--- src/sv/msbp_pkg.sv ---
// Package for the MSB-first bit-field packer.
// Holds the field widths, codes, sequencer state type and result record.
// No dependencies.
`default_nettype none

package msbp_pkg;

	// Field widths of the request and result channels
	localparam int VALUE_W = 64;
	localparam int WIDTH_W = 7;
	localparam int BYTE_W  = 8;
	localparam int POS_W   = 8;
	localparam int FILL_W  = 3;

	// Record buffer capacity and longest field taken in one request
	localparam int BUFFER_BYTES   = 220;
	localparam int MAX_FIELD_BITS = 64;
	// Widths above this are cut down to whole bytes
	localparam int SHORT_FIELD_BITS = 16;

	// Request opcodes
	localparam logic OP_PACK   = 1'b0;
	localparam logic OP_FINISH = 1'b1;

	// Result kinds
	localparam logic KIND_DATA = 1'b0;
	localparam logic KIND_DONE = 1'b1;

	// Sequencer states
	typedef enum logic [1:0] {
		S_IDLE,
		S_SHIFT,
		S_FLUSH,
		S_DONE
	} msbp_state_t;

	// One result record
	typedef struct packed {
		logic              kind;
		logic [BYTE_W-1:0] byte_value;
		logic [POS_W-1:0]  byte_index;
		logic [POS_W-1:0]  byte_count;
		logic              overflow;
		logic              last;
	} msbp_rsp_t;

endpackage

`default_nettype wire

--- src/sv/msbp_if.sv ---
// Channel interfaces of the MSB-first bit-field packer: field requests in,
// packed bytes and record completions out. Depends on msbp_pkg.
`default_nettype none

interface msbp_in_if
	import msbp_pkg::*;
();
	logic               valid;
	logic               ready;
	logic               op;
	logic [VALUE_W-1:0] field_value;
	logic [WIDTH_W-1:0] field_width;

	modport source(output valid, op, field_value, field_width, input ready);
	modport sink(input valid, op, field_value, field_width, output ready);
endinterface

interface msbp_out_if
	import msbp_pkg::*;
();
	logic              valid;
	logic              ready;
	logic              kind;
	logic [BYTE_W-1:0] byte_value;
	logic [POS_W-1:0]  byte_index;
	logic [POS_W-1:0]  byte_count;
	logic              overflow;
	logic              last;

	modport source(output valid, kind, byte_value, byte_index, byte_count, overflow, last,
		input ready);
	modport sink(input valid, kind, byte_value, byte_index, byte_count, overflow, last,
		output ready);
endinterface

`default_nettype wire

--- src/sv/msb_first_bitfield_packer.sv ---
// MSB-first bit-field packer, top level.
//
// Channels: din carries requests (op, field_value, field_width); dout carries
// results (kind, byte_value, byte_index, byte_count, overflow, last). Both use
// valid/ready; a request moves on a clock edge with valid and ready high.
// A pack request shifts its effective-width bits (width up to 16, else whole
// bytes, at most 64) into the byte assembler one bit per clock while not stalled, MSB first,
// and emits each completed byte. A finish request emits the zero-padded
// partial byte, if any, then a completion carrying the byte count.
// Flow: din.ready is high only while the sequencer is idle, so a new
// request is not taken before the previous one is finished. A result is
// registered in the output register before it appears at dout.
// The last result of each request carries last = 1.
// Stall: results pass through a one-entry output register; when it is full
// and dout.ready is low, the bit step that would complete a byte waits.
// Reset (arst_n low, asynchronous) empties the output register and clears
// the partial byte, its fill count and the byte position.
// Depends on msbp_pkg, msbp_if and msbp_out_reg.
`default_nettype none

module msb_first_bitfield_packer
	import msbp_pkg::*;
(
	input  wire logic clk,
	input  wire logic arst_n,
	msbp_in_if.sink   din,
	msbp_out_if.source dout
);

	msbp_state_t        state_q, state_d;
	logic [VALUE_W-1:0] value_q;
	logic [WIDTH_W-1:0] cnt_q;
	logic [BYTE_W-1:0]  partial_q;
	logic [FILL_W-1:0]  fill_q;
	logic [POS_W-1:0]   pos_q;

	logic               accept;
	logic [WIDTH_W-1:0] eff_width;
	logic [WIDTH_W-1:0] bit_sel;
	logic               cur_bit;
	logic [BYTE_W-1:0]  shifted;
	logic               byte_full;
	logic               step;
	logic               can_load;
	logic               load;
	msbp_rsp_t          rsp;
	logic [POS_W-1:0]   pos_inc;
	logic [BYTE_W-1:0]  padded;

	assign din.ready = (state_q == S_IDLE);
	assign accept    = din.valid && din.ready;

	// Effective width: short fields as given, longer ones in whole bytes, clamped
	always_comb begin
		if (din.field_width <= WIDTH_W'(SHORT_FIELD_BITS)) begin
			eff_width = din.field_width;
		end else begin
			eff_width = {din.field_width[WIDTH_W-1:3], 3'b000};
		end
		if (eff_width > WIDTH_W'(MAX_FIELD_BITS)) begin
			eff_width = WIDTH_W'(MAX_FIELD_BITS);
		end
	end

	// Bit select of the shared shift step: bit cnt-1 of the field
	assign bit_sel   = cnt_q - WIDTH_W'(1);
	assign cur_bit   = value_q[bit_sel[5:0]];
	assign shifted   = {partial_q[BYTE_W-2:0], cur_bit};
	assign byte_full = (fill_q == FILL_W'(BYTE_W - 1));

	// Saturating byte position
	assign pos_inc = (pos_q == {POS_W{1'b1}}) ? pos_q : pos_q + POS_W'(1);

	// Partial byte left-aligned and zero-padded
	assign padded = partial_q << (BYTE_W - int'(fill_q));

	// Sequencer: next state and result formation
	always_comb begin
		state_d = state_q;
		step    = 1'b0;
		load    = 1'b0;
		rsp     = '0;
		case (state_q)
			S_IDLE: begin
				if (accept) begin
					if (din.op == OP_FINISH) begin
						state_d = (fill_q != '0) ? S_FLUSH : S_DONE;
					end else if (eff_width != '0) begin
						state_d = S_SHIFT;
					end
				end
			end
			S_SHIFT: begin
				if (!byte_full || can_load) begin
					step = 1'b1;
					if (byte_full) begin
						load           = 1'b1;
						rsp.kind       = KIND_DATA;
						rsp.byte_value = shifted;
						rsp.byte_index = pos_q;
						rsp.overflow   = (pos_q >= POS_W'(BUFFER_BYTES));
						// fewer than a byte of bits left after this one
						rsp.last       = (cnt_q <= WIDTH_W'(BYTE_W));
					end
					if (cnt_q == WIDTH_W'(1)) begin
						state_d = S_IDLE;
					end
				end
			end
			S_FLUSH: begin
				if (can_load) begin
					load           = 1'b1;
					rsp.kind       = KIND_DATA;
					rsp.byte_value = padded;
					rsp.byte_index = pos_q;
					rsp.overflow   = (pos_q >= POS_W'(BUFFER_BYTES));
					state_d        = S_DONE;
				end
			end
			S_DONE: begin
				if (can_load) begin
					load           = 1'b1;
					rsp.kind       = KIND_DONE;
					rsp.byte_count = pos_q;
					rsp.overflow   = (pos_q > POS_W'(BUFFER_BYTES));
					rsp.last       = 1'b1;
					state_d        = S_IDLE;
				end
			end
			default: begin
				state_d = S_IDLE;
			end
		endcase
	end

	// State and byte assembler
	always_ff @(posedge clk or negedge arst_n) begin
		if (!arst_n) begin
			state_q   <= S_IDLE;
			cnt_q     <= '0;
			partial_q <= '0;
			fill_q    <= '0;
			pos_q     <= '0;
		end else begin
			state_q <= state_d;
			if (accept && din.op == OP_PACK) begin
				cnt_q <= eff_width;
			end else if (step) begin
				cnt_q <= cnt_q - WIDTH_W'(1);
			end
			if (step) begin
				if (byte_full) begin
					partial_q <= '0;
					fill_q    <= '0;
					pos_q     <= pos_inc;
				end else begin
					partial_q <= shifted;
					fill_q    <= fill_q + FILL_W'(1);
				end
			end else if (state_q == S_FLUSH && can_load) begin
				partial_q <= '0;
				fill_q    <= '0;
				pos_q     <= pos_inc;
			end else if (state_q == S_DONE && can_load) begin
				partial_q <= '0;
				fill_q    <= '0;
				pos_q     <= '0;
			end
		end
	end

	// Field bits, held for the shift steps
	always_ff @(posedge clk) begin
		if (accept) begin
			value_q <= din.field_value;
		end
	end

	msbp_out_reg u_out_reg (
		.clk      (clk),
		.arst_n   (arst_n),
		.load     (load),
		.rsp      (rsp),
		.can_load (can_load),
		.dout     (dout)
	);

	// Shifting always has bits left
	a_shift_cnt: assert property (@(posedge clk) disable iff (!arst_n)
		(state_q == S_SHIFT) |-> (cnt_q != '0))
		else $error("shift state with no bits left");

	// Flush only with a partial byte present
	a_flush_fill: assert property (@(posedge clk) disable iff (!arst_n)
		(state_q == S_FLUSH) |-> (fill_q != '0))
		else $error("flush with empty partial byte");

	// Completion restarts the record
	a_done_clear: assert property (@(posedge clk) disable iff (!arst_n)
		(state_q == S_DONE && can_load) |=>
		(state_q == S_IDLE && pos_q == '0 && fill_q == '0))
		else $error("record not restarted after completion");

	// A byte leaves the assembler only when it is full
	a_byte_emit: assert property (@(posedge clk) disable iff (!arst_n)
		(state_q == S_SHIFT && load) |-> byte_full)
		else $error("data byte emitted before it was full");

endmodule

`default_nettype wire

--- src/sv/msbp_out_reg.sv ---
// Output register of the bit-field packer: holds one result until taken.
// Depends on msbp_pkg and msbp_out_if.
`default_nettype none

module msbp_out_reg
	import msbp_pkg::*;
(
	input  wire logic       clk,
	input  wire logic       arst_n,
	input  wire logic       load,
	input  wire msbp_rsp_t  rsp,
	output logic            can_load,
	msbp_out_if.source      dout
);

	logic      valid_q;
	msbp_rsp_t data_q;

	// Slot is free when empty or being drained this cycle
	assign can_load = !valid_q || dout.ready;

	// Valid flag
	always_ff @(posedge clk or negedge arst_n) begin
		if (!arst_n) begin
			valid_q <= 1'b0;
		end else if (load) begin
			valid_q <= 1'b1;
		end else if (dout.ready) begin
			valid_q <= 1'b0;
		end
	end

	// Payload
	always_ff @(posedge clk) begin
		if (load) begin
			data_q <= rsp;
		end
	end

	assign dout.valid      = valid_q;
	assign dout.kind       = data_q.kind;
	assign dout.byte_value = data_q.byte_value;
	assign dout.byte_index = data_q.byte_index;
	assign dout.byte_count = data_q.byte_count;
	assign dout.overflow   = data_q.overflow;
	assign dout.last       = data_q.last;

	// A load never overwrites a result that is still waiting
	a_no_overwrite: assert property (@(posedge clk) disable iff (!arst_n)
		load |-> (!valid_q || dout.ready))
		else $error("result overwritten while stalled");

	// A stalled result keeps its contents
	a_hold: assert property (@(posedge clk) disable iff (!arst_n)
		(valid_q && !dout.ready) |=> (valid_q && $stable(data_q)))
		else $error("stalled result changed");

	// Valid rises only through a load
	a_rise: assert property (@(posedge clk) disable iff (!arst_n)
		(!valid_q && !load) |=> !valid_q)
		else $error("valid without load");

endmodule

`default_nettype wire
--- src/flat_wrapper.sv ---
// flat-port wrapper written by rule: the top's interface ports become plain ports
module msb_first_bitfield_packer_flat import msbp_pkg::*;
  (clk, arst_n, din_valid, din_op, din_field_value, din_field_width, din_ready, dout_valid, dout_kind, dout_byte_value, dout_byte_index, dout_byte_count, dout_overflow, dout_last, dout_ready);
  msbp_in_if din_i ();
  msbp_out_if dout_i ();
  input  wire logic clk;
  input  wire logic arst_n;
  input wire logic [$bits(din_i.valid)-1:0] din_valid;
  input wire logic [$bits(din_i.op)-1:0] din_op;
  input wire logic [$bits(din_i.field_value)-1:0] din_field_value;
  input wire logic [$bits(din_i.field_width)-1:0] din_field_width;
  output wire logic [$bits(din_i.ready)-1:0] din_ready;
  output wire logic [$bits(dout_i.valid)-1:0] dout_valid;
  output wire logic [$bits(dout_i.kind)-1:0] dout_kind;
  output wire logic [$bits(dout_i.byte_value)-1:0] dout_byte_value;
  output wire logic [$bits(dout_i.byte_index)-1:0] dout_byte_index;
  output wire logic [$bits(dout_i.byte_count)-1:0] dout_byte_count;
  output wire logic [$bits(dout_i.overflow)-1:0] dout_overflow;
  output wire logic [$bits(dout_i.last)-1:0] dout_last;
  input wire logic [$bits(dout_i.ready)-1:0] dout_ready;
  assign din_i.valid = din_valid;
  assign din_i.op = din_op;
  assign din_i.field_value = din_field_value;
  assign din_i.field_width = din_field_width;
  assign din_ready = din_i.ready;
  assign dout_valid = dout_i.valid;
  assign dout_kind = dout_i.kind;
  assign dout_byte_value = dout_i.byte_value;
  assign dout_byte_index = dout_i.byte_index;
  assign dout_byte_count = dout_i.byte_count;
  assign dout_overflow = dout_i.overflow;
  assign dout_last = dout_i.last;
  assign dout_i.ready = dout_ready;
  msb_first_bitfield_packer u_core (.clk(clk), .arst_n(arst_n), .din(din_i), .dout(dout_i));
endmodule
--- config.mk ---
export PLATFORM = sky130hd
export DESIGN_NAME = msb_first_bitfield_packer_flat
export DESIGN_NICKNAME = d
export VERILOG_FILES = /design/src/sv/msbp_pkg.sv /design/src/sv/msbp_if.sv /design/src/sv/msb_first_bitfield_packer.sv /design/src/sv/msbp_out_reg.sv /design/src/flat_wrapper.sv
export SDC_FILE = /design/constraint.sdc
export NUM_CORES = 1
export LEC_CHECK = 0
export ABC_AREA = 0
export BUFFER_PORTS_ARGS = -buffer_cell sky130_fd_sc_hd__buf_2
export CORE_ASPECT_RATIO = 1.5
export CORE_MARGIN = 8
export CORE_UTILIZATION = 55
export CTS_BUF_LIST = sky130_fd_sc_hd__clkbuf_8 sky130_fd_sc_hd__clkbuf_16
export DETAILED_ROUTE_END_ITERATION = 16
export PLACE_DENSITY = 0.79
export SYNTH_ARGS = -nofsm -noshare
export SYNTH_HDL_FRONTEND = slang
export SYNTH_SLANG_ARGS = --single-unit
--- constraint.sdc ---
create_clock -name clk -period 7.6 [get_ports clk]
set_clock_uncertainty 0.15 [all_clocks]
set_input_delay 0.76 -clock clk [delete_from_list [all_inputs] [get_ports clk]]
set_output_delay 0.76 -clock clk [all_outputs]
set_load 0.03 [all_outputs]
==> impl_metrics.xml, run 1 <==
<?xml version="1.0" encoding="UTF-8"?>
<metrics>
  <group name="run_status">
    <metric name="outcome" unit="">completed</metric>
  </group>
  <group name="worst_hold_path">
    <metric name="hp-class" unit="">input pin to asynchronous set/reset pin</metric>
  </group>
  <group name="timing">
    <metric name="clock.fmax" unit="MHz">262.9</metric>
    <metric name="number_of_endpoints_failing_setup_at_the_final_stage" unit="">0</metric>
    <metric name="slew-limit-headroom" unit="%">29.80</metric>
    <metric name="crit_share_post_route" unit="%">50.05</metric>
    <metric name="final_period_minus_worst_setup_slack" unit="ns">3.804</metric>
    <metric name="tightestPinTransition" unit="ns">1.040</metric>
    <metric name="final_max_slew_violation_count" unit="">0</metric>
    <metric name="rsz_0062_raised_after_global_routing" unit="">no</metric>
    <metric name="hold_viol" unit="">0</metric>
    <metric name="fin_tns_setup" unit="ns">0</metric>
  </group>
  <group name="layout">
    <metric name="final_net_count" unit="">594</metric>
    <metric name="area_growth" unit="%">22.54</metric>
    <metric name="layout_cells_sized_above_1" unit="%">30.12</metric>
    <metric name="insertedDiodeCount" unit="">0</metric>
    <metric name="fin_util" unit="%">68.14</metric>
    <metric name="fin_cells" unit="">635</metric>
  </group>
  <group name="grt">
    <metric name="grt_usage" unit="%">16.94</metric>
    <metric name="grt_antenna_before_repair" unit="">0</metric>
    <metric name="first_global_vias" unit="">3871</metric>
    <metric name="first_pass_grt_wire_length" unit="um">18200</metric>
    <metric name="globalRouteOverflowTotal" unit="">0</metric>
    <metric name="grt_max_degree" unit="">66</metric>
  </group>
  <group name="drt">
    <metric name="post_drt_via_cell_ratio" unit="">5.728</metric>
    <metric name="antenna_nets_post_route" unit="">0</metric>
    <metric name="drt_pass1_iterations" unit="">5</metric>
    <metric name="vias" unit="">3637</metric>
    <metric name="post_drt_wl_per_cell" unit="um">17.53</metric>
    <metric name="initialDrtViolationCount" unit="">224</metric>
    <metric name="drc" unit="">0</metric>
    <metric name="totalWireLength" unit="um">11130</metric>
  </group>
  <group name="clock_network">
    <metric name="h_tree_level_count" unit="">4</metric>
    <metric name="clk_pin_slew" unit="ns">0.05</metric>
    <metric name="tritoncts.num_buffers" unit="">17</metric>
    <metric name="clockBufferDepth" unit="">2</metric>
    <metric name="cts.sink_count" unit="">120</metric>
    <metric name="postCtsSetupRepairBufs" unit="">0</metric>
    <metric name="post_cts_resize_count" unit="">0</metric>
    <metric name="hold_buf_count_cts" unit="">0</metric>
    <metric name="insertion_delay" unit="ns">0.41</metric>
    <metric name="cts_tree" unit="">built</metric>
    <metric name="clock_tree.root_cell" unit="">sky130_fd_sc_hd__clkbuf_16</metric>
  </group>
  <group name="worst_setup_path">
    <metric name="critical_path.cell_chain" unit="">inv_1 &gt; ha_1 &gt; xor2_4 &gt; mux4_1 &gt; mux2_2 &gt; o211a_1 &gt; nand4_1 &gt; nand3_1</metric>
    <metric name="crit_required" unit="ns">7.61</metric>
    <metric name="critical_path.startpoint_type" unit="">register</metric>
    <metric name="cp.buffers_inverters" unit="">1</metric>
    <metric name="cp_slowest_cell" unit="">sky130_fd_sc_hd__dfrtp_1</metric>
    <metric name="crit_arrival" unit="ns">3.81</metric>
    <metric name="timing.critical_path.fanout_max" unit="">18</metric>
    <metric name="critPathTopFamily" unit="">flip-flops</metric>
    <metric name="endpoint_kind" unit="">register</metric>
    <metric name="cp_slowest_stage_delay" unit="ns">0.93</metric>
    <metric name="critical_path_class" unit="">register to register</metric>
  </group>
  <group name="logic_synthesis">
    <metric name="synthesis.nets" unit="">489</metric>
    <metric name="netlist_instances" unit="">400</metric>
    <metric name="seq_area_frac_synth" unit="%">62.06</metric>
    <metric name="post-synth-top-count-cell" unit="">sky130_fd_sc_hd__edfxtp_1</metric>
    <metric name="synth_top_cells_by_area" unit="">sky130_fd_sc_hd__edfxtp_1 49%, sky130_fd_sc_hd__dfrtp_1 13%, sky130_fd_sc_hd__mux4_2 6.1%</metric>
    <metric name="synthFlopType" unit="">sky130_fd_sc_hd__edfxtp_1</metric>
    <metric name="synth.top_cell.area_share" unit="%">49.03</metric>
    <metric name="synth-seq-cells" unit="">120</metric>
    <metric name="yosysTopAreaCell" unit="">sky130_fd_sc_hd__edfxtp_1</metric>
    <metric name="synth_cell_types" unit="">50</metric>
    <metric name="synth.cells.most_frequent" unit="">91 x sky130_fd_sc_hd__edfxtp_1, 29 x sky130_fd_sc_hd__dfrtp_1, 27 x sky130_fd_sc_hd__nor2_1</metric>
    <metric name="ys_async_sr_fraction" unit="%">24.17</metric>
    <metric name="synth_edf_count" unit="">91</metric>
    <metric name="count_of_yosys_warnings_during_synthesis" unit="">0</metric>
    <metric name="syn-cell-area" unit="um2">5573</metric>
    <metric name="postSynthAreaPerCell" unit="um2">13.93</metric>
  </group>
  <group name="power_and_ir_drop">
    <metric name="cellPowerDensity" unit="nW/um2">452.0</metric>
    <metric name="p_leak" unit="nW">2.751</metric>
    <metric name="peakVddDrop" unit="V">0.0003059</metric>
    <metric name="totalPowerFinal" unit="mW">3.086</metric>
  </group>
  <group name="floorplanning">
    <metric name="placeableCoreArea" unit="um2">10020</metric>
    <metric name="chipHeight" unit="um">139.3</metric>
    <metric name="floorplan.die_area" unit="um2">13680</metric>
    <metric name="starting_utilization_of_the_core_area" unit="%">55.61</metric>
    <metric name="die_width" unit="um">98.19</metric>
    <metric name="std_cell_rows" unit="">45</metric>
    <metric name="num_io_pins" unit="">105</metric>
  </group>
  <group name="placed_design">
    <metric name="detailed_place_hpwl" unit="um">8120</metric>
    <metric name="gpl.final_weighted_congestion" unit="">0.9122</metric>
    <metric name="dpl.cell_count" unit="">603</metric>
    <metric name="io_buffers" unit="">104</metric>
  </group>
  <group name="job">
    <metric name="max_cap_viol_count" unit="">0</metric>
  </group>
</metrics>
==> layout make-up <==
type | instances | area [um2]
Clock buffer | 17 | 425.4
Timing Repair Buffer | 106 | 535.5
Sequential cell | 120 | 3458
Fill cell | 696 | 3193
Inverter | 13 | 48.80
Clock inverter | 15 | 232.7
Multi-Input combinational cell | 247 | 1982
Tap cell | 117 | 146.4
==> flip-flops by register name, summed over array words and instances (netlist names), 2 cells and up <==
signal	flops
u_core.state_q	2
u_core.partial_q	8
u_core.u_out_reg.dout.byte_count	8
u_core.fill_q	3
u_core.pos_q	8
u_core.u_out_reg.dout.byte_value	8
u_core.cnt_q	7
u_core.u_out_reg.dout.byte_index	8
u_core.value_q	64
==> metrics by stage <==
step                      setup WS, ns  cell area, um2  hold WS (ns)
after global placement           3.878            6171        0.3448
after floorplan                  3.944            5573        0.3115
after detailed placement         3.752            6171        0.3475
after CTS                        3.731            6829        0.2438
final                            3.796            6829        0.2429
after global routing             3.459            6829        0.2805
==> worst paths after layout <==
kind | start | to | slack [ns] | cells past startpoint
max reg2reg | u_core.cnt_q[0]$_DFFE_PN0P_ | u_core.u_out_reg.dout.byte_value[0]$_DFFE_PP_ | 3.80 | 8
min in group clk | u_core.partial_q[7]$_DFFE_PN0P_ | u_core.partial_q[7]$_DFFE_PN0P_ | 0.36 | 1
min reg2reg | u_core.partial_q[7]$_DFFE_PN0P_ | u_core.partial_q[7]$_DFFE_PN0P_ | 0.36 | 1
max in group asynchronous | arst_n | u_core.pos_q[5]$_DFFE_PN0P_ | 6.61 | 1
min | arst_n | u_core.partial_q[6]$_DFFE_PN0P_ | 0.24 | 1
max | u_core.cnt_q[0]$_DFFE_PN0P_ | u_core.u_out_reg.dout.byte_value[0]$_DFFE_PP_ | 3.80 | 8
==> layout by cell type, fill, tap and decap left out, drive strengths merged, types with 3 or more instances in the layout <==
cell type	count
nor2	27
inv	14
a22o	12
xor2	6
nand2	22
dfrtp	29
mux2i	15
nor3	6
bufinv	6
o31ai	3
nor3b	3
ha	13
xnor2	7
mux4	19
nand4	5
nand2b	5
and2	13
nand3	5
clkinv	6
buf	106
a22oi	5
nor4	4
or3	3
a21oi	18
nor2b	8
and3	7
a31oi	4
edfxtp	91
clkbuf	17
o21ai	14
==> kinds of logic (layout without fill, tap and decap cells) <==
group / Yosys count / count (layout) / share of synthesized area (%)
XOR/XNOR: 13 / 13 / 2.380
multiplexers: 36 / 36 / 11.05
buffers and inverters: 33 / 151 / 2.447
flip-flops: 120 / 120 / 62.06
adder cells (fa/ha/maj): 13 / 13 / 2.919
AND/OR/NAND/NOR: 112 / 112 / 10.28
AO/OA/AOI/OAI: 73 / 73 / 8.868
==> per-layer routing <==
layer	GRT usage [%]	wire length, um
met2	30.09	5972
met4	9.180	264
met3	6.390	747
met5	0	0
met1	16.55	4149
==> power breakdown <==
| part | total, mW | leakage [nW] | internal [mW] | switching, mW |
|---|---|---|---|---|
| Clock | 0.877 | 0.317 | 0.609 | 0.269 |
| Combinational | 1.13 | 1.20 | 0.457 | 0.675 |
| Sequential | 1.08 | 1.23 | 0.929 | 0.147 |
| Total | 3.09 | 2.75 | 2.00 | 1.09 |
==> worst reg2reg max path: cells and delay by family, from the launching register on <==
| family | cells | cell delay [ns] |
|---|---|---|
| fa+ha+maj | 1 | 0.42 |
| simple gates | 2 | 0.18 |
| mux | 2 | 0.90 |
| buf+inv | 1 | 0.28 |
| flops | 1 | 0.93 |
| compound gates | 1 | 0.24 |
| xor+xnor | 1 | 0.46 |
Note: power is estimated with default switching activity, not from simulation.
==> inputs of run 2 (changes only) <==
--- a/config.mk
+++ b/config.mk
@@ -5,7 +5,7 @@
 export SDC_FILE = /design/constraint.sdc
 export NUM_CORES = 1
 export LEC_CHECK = 0
-export ABC_AREA = 0
+export ABC_AREA = 1
 export BUFFER_PORTS_ARGS = -buffer_cell sky130_fd_sc_hd__buf_2
 export CORE_ASPECT_RATIO = 1.5
 export CORE_MARGIN = 8
==> constraint.sdc (replaced) <==
create_clock -name clk -period 3.6 [get_ports clk]
set_clock_uncertainty 0.15 [all_clocks]
set_input_delay 0.36 -clock clk [delete_from_list [all_inputs] [get_ports clk]]
set_output_delay 0.36 -clock clk [all_outputs]
set_load 0.03 [all_outputs]
==> impl_metrics.xml, run 2 <==
<?xml version="1.0" encoding="UTF-8"?>
<metrics>
  <group name="timing">
    <metric name="final_period_minus_worst_setup_slack" unit="ns">2.640</metric>
    <metric name="crit_share_post_route" unit="%">73.33</metric>
    <metric name="hold_viol" unit="">0</metric>
    <metric name="slew-limit-headroom" unit="%">54.80</metric>
    <metric name="fin_tns_setup" unit="ns">0</metric>
    <metric name="final_max_slew_violation_count" unit="">0</metric>
    <metric name="clock.fmax" unit="MHz">378.8</metric>
    <metric name="tightestPinTransition" unit="ns">0.6779</metric>
    <metric name="rsz_0062_raised_after_global_routing" unit="">no</metric>
    <metric name="number_of_endpoints_failing_setup_at_the_final_stage" unit="">0</metric>
  </group>
  <group name="layout">
    <metric name="finalInstanceArea" unit="um2">7475</metric>
    <metric name="area_growth" unit="%">32.43</metric>
    <metric name="layout_cells_sized_above_1" unit="%">24.73</metric>
    <metric name="seqCellArea" unit="um2">3458</metric>
    <metric name="layout.cells.most_common" unit="">sky130_fd_sc_hd__nand2_1</metric>
    <metric name="flip_flop_count_of_the_largest_register_after_layout" unit="">64</metric>
    <metric name="multi_input_comb_area" unit="um2">1874</metric>
    <metric name="top_register" unit="">u_core.value_q</metric>
    <metric name="final_net_count" unit="">808</metric>
    <metric name="most_used_cells_in_the_layout_excluding_fill_and_tap_cells" unit="">122 x sky130_fd_sc_hd__nand2_1, 104 x sky130_fd_sc_hd__buf_2, 91 x sky130_fd_sc_hd__edfxtp_1, 69 x sky130_fd_sc_hd__nand3_1, 65 x sky130_fd_sc_hd__dlygate4sd3_1</metric>
    <metric name="final.fill_count" unit="">616</metric>
  </group>
  <group name="drt">
    <metric name="post_drt_wl_per_cell" unit="um">17.34</metric>
    <metric name="initialDrtViolationCount" unit="">419</metric>
    <metric name="drt_pass1_iterations" unit="">9</metric>
    <metric name="post_drt_via_cell_ratio" unit="">5.552</metric>
    <metric name="drc" unit="">0</metric>
    <metric name="vias" unit="">4725</metric>
    <metric name="antenna_nets_post_route" unit="">0</metric>
    <metric name="totalWireLength" unit="um">14760</metric>
  </group>
  <group name="floorplanning">
    <metric name="chipHeight" unit="um">140.1</metric>
    <metric name="placeableCoreArea" unit="um2">10080</metric>
    <metric name="std_cell_rows" unit="">45</metric>
    <metric name="die_width" unit="um">98.71</metric>
    <metric name="num_io_pins" unit="">105</metric>
    <metric name="floorplan.die_area" unit="um2">13830</metric>
    <metric name="starting_utilization_of_the_core_area" unit="%">56.00</metric>
  </group>
  <group name="logic_synthesis">
    <metric name="netlist_instances" unit="">542</metric>
    <metric name="yosysTopAreaCell" unit="">sky130_fd_sc_hd__edfxtp_1</metric>
    <metric name="synthesis.nets" unit="">631</metric>
    <metric name="synth.top_cell.area_share" unit="%">48.41</metric>
    <metric name="synth_edf_count" unit="">91</metric>
    <metric name="post-synth-top-count-cell" unit="">sky130_fd_sc_hd__nand2_1</metric>
    <metric name="synth-seq-cells" unit="">120</metric>
    <metric name="synth.cells.most_frequent" unit="">122 x sky130_fd_sc_hd__nand2_1, 91 x sky130_fd_sc_hd__edfxtp_1, 69 x sky130_fd_sc_hd__nand3_1</metric>
    <metric name="postSynthAreaPerCell" unit="um2">10.41</metric>
    <metric name="count_of_yosys_warnings_during_synthesis" unit="">0</metric>
    <metric name="seq_area_frac_synth" unit="%">61.27</metric>
    <metric name="synthFlopType" unit="">sky130_fd_sc_hd__edfxtp_1</metric>
    <metric name="syn-cell-area" unit="um2">5644</metric>
    <metric name="synth_cell_types" unit="">46</metric>
    <metric name="ys_async_sr_fraction" unit="%">24.17</metric>
    <metric name="synth_top_cells_by_area" unit="">sky130_fd_sc_hd__edfxtp_1 48%, sky130_fd_sc_hd__dfrtp_1 13%, sky130_fd_sc_hd__nand2_1 8.1%</metric>
  </group>
  <group name="worst_setup_path">
    <metric name="crit_required" unit="ns">3.61</metric>
    <metric name="crit_arrival" unit="ns">2.65</metric>
    <metric name="critical_path_class" unit="">register to register</metric>
    <metric name="critical_path.startpoint_type" unit="">register</metric>
    <metric name="endpoint_kind" unit="">register</metric>
    <metric name="reg2reg_from" unit="">u_core.cnt_q[0]$_DFFE_PN0P_</metric>
    <metric name="first_element_of_the_critical_path" unit="">u_core.cnt_q[0]$_DFFE_PN0P_</metric>
    <metric name="timing.critical_path.fanout_max" unit="">35</metric>
    <metric name="r2r.worst_path.cells" unit="">11</metric>
  </group>
  <group name="clock_network">
    <metric name="clk_pin_slew" unit="ns">0.05</metric>
    <metric name="cts.sink_count" unit="">120</metric>
    <metric name="postCtsSetupRepairBufs" unit="">0</metric>
    <metric name="tritoncts.num_buffers" unit="">17</metric>
    <metric name="clockBufferDepth" unit="">2</metric>
    <metric name="cts_tree" unit="">built</metric>
    <metric name="clock_tree.root_cell" unit="">sky130_fd_sc_hd__clkbuf_16</metric>
    <metric name="h_tree_level_count" unit="">4</metric>
    <metric name="insertion_delay" unit="ns">0.41</metric>
  </group>
  <group name="worst_hold_path">
    <metric name="hp-class" unit="">input pin to register</metric>
    <metric name="min_from" unit="">din_field_width[2]</metric>
    <metric name="hold_path_depth" unit="">3</metric>
  </group>
  <group name="job">
    <metric name="max_cap_viol_count" unit="">0</metric>
  </group>
  <group name="placed_design">
    <metric name="detailed_place_hpwl" unit="um">9184</metric>
    <metric name="place_area" unit="um2">6256</metric>
    <metric name="io_buffers" unit="">104</metric>
    <metric name="gpl.final_weighted_congestion" unit="">0.9289</metric>
  </group>
  <group name="grt">
    <metric name="globalRouteOverflowTotal" unit="">0</metric>
    <metric name="first_pass_grt_wire_length" unit="um">24100</metric>
    <metric name="grt_usage" unit="%">22.26</metric>
    <metric name="grt_max_degree" unit="">65</metric>
    <metric name="first_global_vias" unit="">4944</metric>
    <metric name="grt_antenna_before_repair" unit="">2</metric>
  </group>
  <group name="run_status">
    <metric name="outcome" unit="">completed</metric>
  </group>
  <group name="power_and_ir_drop">
    <metric name="p_leak" unit="nW">3.119</metric>
    <metric name="cellPowerDensity" unit="nW/um2">853.7</metric>
    <metric name="peakVddDrop" unit="V">0.0005236</metric>
  </group>
</metrics>
==> run 2: path summary, 6_finish.rpt <==
check,end,slack (ns)
worst max-delay path,u_core.u_out_reg.dout.byte_value[0]$_DFFE_PP_,0.96
worst min-delay path,u_core.cnt_q[2]$_DFFE_PN0P_,0.11
worst max register to register,u_core.u_out_reg.dout.byte_value[0]$_DFFE_PP_,0.96
worst min register to register,u_core.partial_q[7]$_DFFE_PN0P_,0.40
max in group asynchronous,u_core.partial_q[4]$_DFFE_PN0P_,2.48
min in group asynchronous,u_core.pos_q[2]$_DFFE_PN0P_,0.37
==> run 2: kinds of logic after synthesis <==
logic type / Yosys count / share of synthesized area [%]
DFF: 120 / 61.27
and+or+nand+nor: 265 / 21.37
buffers and inverters: 70 / 5.564
xor gates and xnor gates: 3 / 0.7316
adders and majority gates: 13 / 2.882
AOI/OAI and AO/OA: 71 / 8.180
==> run 2: through the flow <==
stage | util, % | instances | power (mW) | setup slack (ns) | hold WS, ns
2_1_floorplan | - | 542 | 4.078 | 0.5147 | -0.08559
3_3_place_gp | 62.07 | 752 | 4.546 | 1.138 | 0.2816
3_5_place_dp | 62.07 | 752 | 4.625 | 1.038 | 0.2910
4_1_cts | 74.12 | 849 | 6.294 | 1.028 | 0.08994
5_1_grt | 74.14 | 850 | 6.756 | 0.8673 | 0.1137
6_report | 74.17 | 851 | 6.381 | 0.9602 | 0.1091
==> run 2: layout make-up <==
cell class / count / share of cell area [%]
timing repair buffer: 173 / 16.24
clock buffer: 17 / 5.691
inverter: 55 / 2.862
clock inverter: 15 / 1.841
sequential: 120 / 46.27
tap: 117 / 1.958
multi-input combinational: 352 / 25.08
antenna: 2 / 0.06696
==> run 2: layer usage <==
metal	part of all wire, %	vias to the layer above	GRT usage (%)
li1	-	2222	-
met1	36	2202	22.06
met2	52	244	39.09
met3	8.8	55	8.482
met4	3.4	2	12.02
met5	0.054	-	0
==> run 2: worst max-delay path, cell delays in order (launching register included) <==
cell and delay, ns:
sky130_fd_sc_hd__dfrtp_1 0.40, sky130_fd_sc_hd__inv_4 0.26, sky130_fd_sc_hd__ha_1 0.31, sky130_fd_sc_hd__buf_4 0.21, sky130_fd_sc_hd__inv_2 0.23, sky130_fd_sc_hd__nand3_1 0.13, sky130_fd_sc_hd__nand3_1 0.12, sky130_fd_sc_hd__nand3_1 0.13
sky130_fd_sc_hd__nand3_1 0.12, sky130_fd_sc_hd__nand3_1 0.13, sky130_fd_sc_hd__nand3_1 0.14, sky130_fd_sc_hd__a21oi_2 0.05
==> run 2: timing repair <==
item	4_1_cts	5_1_grt
hold endpoints to repair	93	0
hold buffers	65	0
setup endpoints to repair	0	0
resized for setup	0	0
==> run 2: power breakdown <==
part	total, mW	switching, mW	internal, mW
sequential	2.14	0.209	1.93
clock	1.60	0.595	1.00
combinational	2.65	1.83	0.821
total	6.38	2.63	3.75
==> inputs of run 3 (changes only) <==
--- a/config.mk
+++ b/config.mk
@@ -5,7 +5,7 @@
 export SDC_FILE = /design/constraint.sdc
 export NUM_CORES = 1
 export LEC_CHECK = 0
-export ABC_AREA = 1
+export ABC_AREA = 0
 export BUFFER_PORTS_ARGS = -buffer_cell sky130_fd_sc_hd__buf_2
 export CORE_ASPECT_RATIO = 1.5
 export CORE_MARGIN = 8
==> constraint.sdc (replaced) <==
create_clock -name clk -period 2.65 [get_ports clk]
set_clock_uncertainty 0.15 [all_clocks]
set_input_delay 0.265 -clock clk [delete_from_list [all_inputs] [get_ports clk]]
set_output_delay 0.265 -clock clk [all_outputs]
set_load 0.03 [all_outputs]
==> impl_metrics.xml, run 3 (synthesized netlist as in run 1, its figures left out) <==
<?xml version="1.0" encoding="UTF-8"?>
<metrics>
  <group name="power_and_ir_drop">
    <metric name="cellPowerDensity" unit="nW/um2">1201</metric>
    <metric name="p_leak" unit="nW">3.082</metric>
    <metric name="peakVddDrop" unit="V">0.0007489</metric>
    <metric name="internal_power" unit="mW">5.613</metric>
    <metric name="netSwitchingFraction" unit="%">38.35</metric>
    <metric name="pwr-share-clk" unit="%">22.2</metric>
    <metric name="power_frac_comb" unit="%">44.7</metric>
    <metric name="totalPowerFinal" unit="mW">9.105</metric>
    <metric name="part_of_the_power_in_registers" unit="%">33.1</metric>
    <metric name="power.switching" unit="mW">3.492</metric>
  </group>
  <group name="layout">
    <metric name="layout.cells.most_common" unit="">sky130_fd_sc_hd__buf_2</metric>
    <metric name="top_register" unit="">u_core.value_q</metric>
    <metric name="layout_cells_sized_above_1" unit="%">30.20</metric>
    <metric name="finalInstanceArea" unit="um2">7580</metric>
    <metric name="final_net_count" unit="">682</metric>
    <metric name="flip_flop_count_of_the_largest_register_after_layout" unit="">64</metric>
    <metric name="area_growth" unit="%">36.01</metric>
    <metric name="most_used_cells_in_the_layout_excluding_fill_and_tap_cells" unit="">104 x sky130_fd_sc_hd__buf_2, 91 x sky130_fd_sc_hd__edfxtp_1, 68 x sky130_fd_sc_hd__dlygate4sd3_1, 28 x sky130_fd_sc_hd__dfrtp_1, 26 x sky130_fd_sc_hd__nor2_1</metric>
  </group>
  <group name="worst_setup_path">
    <metric name="endpoint_kind" unit="">register</metric>
    <metric name="crit_required" unit="ns">2.65</metric>
    <metric name="critical_path.cell_chain" unit="">inv_2 &gt; ha_4 &gt; xor2_4 &gt; mux4_2 &gt; mux2_4 &gt; o211a_1 &gt; nand4_1 &gt; nand3_1</metric>
    <metric name="critical_path_class" unit="">register to register</metric>
    <metric name="cp_slowest_stage_delay" unit="ns">0.56</metric>
    <metric name="timing.critical_path.fanout_max" unit="">6</metric>
    <metric name="cp_slowest_cell" unit="">sky130_fd_sc_hd__mux4_2</metric>
    <metric name="critical_path.startpoint_type" unit="">register</metric>
    <metric name="crit_arrival" unit="ns">2.65</metric>
  </group>
  <group name="grt">
    <metric name="globalRoute.busiestLayer" unit="">met2</metric>
    <metric name="first_global_vias" unit="">4550</metric>
    <metric name="first_pass_grt_wire_length" unit="um">23690</metric>
    <metric name="grt_usage" unit="%">22.40</metric>
    <metric name="globalRouteOverflowTotal" unit="">0</metric>
    <metric name="grt_max_degree" unit="">65</metric>
    <metric name="grt_antenna_before_repair" unit="">1</metric>
    <metric name="use_met1" unit="%">23.96</metric>
    <metric name="globalRouteMet2Util" unit="%">38.70</metric>
    <metric name="globalRouteMet3Util" unit="%">7.439</metric>
  </group>
  <group name="floorplanning">
    <metric name="std_cell_rows" unit="">45</metric>
    <metric name="num_io_pins" unit="">105</metric>
    <metric name="floorplan.die_area" unit="um2">13680</metric>
    <metric name="chipHeight" unit="um">139.3</metric>
    <metric name="starting_utilization_of_the_core_area" unit="%">55.61</metric>
    <metric name="die_width" unit="um">98.19</metric>
    <metric name="placeableCoreArea" unit="um2">10020</metric>
  </group>
  <group name="placed_design">
    <metric name="detailed_place_hpwl" unit="um">8422</metric>
    <metric name="gpl.final_weighted_congestion" unit="">0.9220</metric>
    <metric name="io_buffers" unit="">104</metric>
    <metric name="place_area" unit="um2">6311</metric>
  </group>
  <group name="timing">
    <metric name="fin_tns_setup" unit="ns">-0.001045</metric>
    <metric name="number_of_endpoints_failing_setup_at_the_final_stage" unit="">1</metric>
    <metric name="worst_slack" unit="ns">-0.001045</metric>
    <metric name="hold_viol" unit="">0</metric>
    <metric name="final_max_slew_violation_count" unit="">0</metric>
    <metric name="tightestPinTransition" unit="ns">0.6962</metric>
    <metric name="crit_share_post_route" unit="%">100.0</metric>
    <metric name="slew-limit-headroom" unit="%">53.16</metric>
    <metric name="rsz_0062_raised_after_global_routing" unit="">yes</metric>
    <metric name="clock.fmax" unit="MHz">377.2</metric>
    <metric name="final_period_minus_worst_setup_slack" unit="ns">2.651</metric>
  </group>
  <group name="drt">
    <metric name="totalWireLength" unit="um">15270</metric>
    <metric name="initialDrtViolationCount" unit="">350</metric>
    <metric name="drc" unit="">0</metric>
    <metric name="post_drt_wl_per_cell" unit="um">21.10</metric>
    <metric name="drt_pass1_iterations" unit="">5</metric>
    <metric name="vias" unit="">4291</metric>
    <metric name="antenna_nets_post_route" unit="">0</metric>
    <metric name="post_drt_via_cell_ratio" unit="">5.927</metric>
  </group>
  <group name="clock_network">
    <metric name="clock_tree.root_cell" unit="">sky130_fd_sc_hd__clkbuf_16</metric>
    <metric name="tritoncts.num_buffers" unit="">17</metric>
    <metric name="clk_pin_slew" unit="ns">0.05</metric>
    <metric name="cts_tree" unit="">built</metric>
    <metric name="insertion_delay" unit="ns">0.40</metric>
    <metric name="clockBufferDepth" unit="">2</metric>
    <metric name="h_tree_level_count" unit="">4</metric>
    <metric name="cts.sink_count" unit="">120</metric>
  </group>
  <group name="worst_hold_path">
    <metric name="hp-class" unit="">input pin to register</metric>
  </group>
  <group name="job">
    <metric name="max_cap_viol_count" unit="">0</metric>
  </group>
  <group name="run_status">
    <metric name="outcome" unit="">finished with violations</metric>
    <metric name="violations_in_the_final_reports" unit="">setup timing</metric>
  </group>
</metrics>
run 3: changes by cell type in the layout (fill, tap and decap cells not counted), sizes merged, moves of 12 or more:
cell | previous run | this run
a22o | 0 | 12
nand3 | 71 | 5
nor2 | 48 | 27
buf | 108 | 126
and2 | 0 | 13
nand2 | 131 | 22
mux2i | 0 | 15
inv | 54 | 16
mux4 | 0 | 19
run 3: power by group through the flow:
stage	Sequential [mW]	Combinational (mW)	Clock, mW
5_1_grt	3.06	4.32	2.14
3_3_place_gp	2.98	3.50	0
4_1_cts	2.99	3.79	2.02
6_report	3.02	4.07	2.02
2_1_floorplan	3.28	2.40	0
3_5_place_dp	3.01	3.63	0
run 3: layout make-up:
type	count	area, um2
Tap cell	117	146.4
Multi-Input combinational cell	247	2011
Fill cell	591	2442
Clock inverter	15	96.34
Antenna cell	1	2.502
Sequential cell	120	3460
Clock buffer	17	425.4
Inverter	13	56.30
Timing Repair Buffer	194	1383
run 3: critical path, delay by kind of cell, from the launching register on:
kind	cells	cell delay (ns)
mux	2	0.86
flops	1	0.40
xor+xnor	1	0.29
compound gates	1	0.25
fa+ha+maj	1	0.18
simple gates	2	0.17
buf+inv	1	0.11
run 3: through the flow:
stage / setup WS [ns] / utilization (%) / std cells / hold WS (ns)
3_3_place_gp: 0.06363 / 62.97 / 618 / 0.1837
6_report: -0.001045 / 75.63 / 724 / 0.03309
3_5_place_dp: -0.05656 / 62.97 / 618 / 0.1934
2_1_floorplan: -0.2571 / - / 400 / -0.1806
5_1_grt: -0.07602 / 75.63 / 724 / 0.02748
4_1_cts: 0.0004958 / 75.17 / 720 / 0.01758
run 3: timing repair:
item                                    CTS  global route
gates resized for setup                   3             4
hold buffers                             68             0
hold endpoints to repair                 96             0
setup buffers                             2             3
endpoints found under the setup margin    2             2
pin swaps                                 2             5
run 3: final timing paths:
| path | start | to | depth (start not counted) | slack, ns |
|---|---|---|---|---|
| setup / recovery | u_core.cnt_q[1]$_DFFE_PN0P_ | u_core.u_out_reg.dout.byte_value[0]$_DFFE_PP_ | 8 | -0.001 |
| hold / removal | din_field_width[5] | u_core.cnt_q[5]$_DFFE_PN0P_ | 3 | 0.03 |
| setup reg to reg | u_core.cnt_q[1]$_DFFE_PN0P_ | u_core.u_out_reg.dout.byte_value[0]$_DFFE_PP_ | 8 | -0.001 |
| hold reg to reg | u_core.partial_q[7]$_DFFE_PN0P_ | u_core.partial_q[7]$_DFFE_PN0P_ | 1 | 0.38 |
| max in group asynchronous | arst_n | u_core.cnt_q[0]$_DFFE_PN0P_ | 2 | 1.55 |
| min in group asynchronous | arst_n | u_core.partial_q[5]$_DFFE_PN0P_ | 2 | 0.30 |
run 3: layer usage:
metal  wire (um)  part of all wire (%)  vias to the layer above
met1        5406                    35                     2066
met2        7982                    52                      260
met3        1290                   8.4                       61
met4         595                   3.9                        0
met5           0                     0                        -
li1            -                     -                     1904
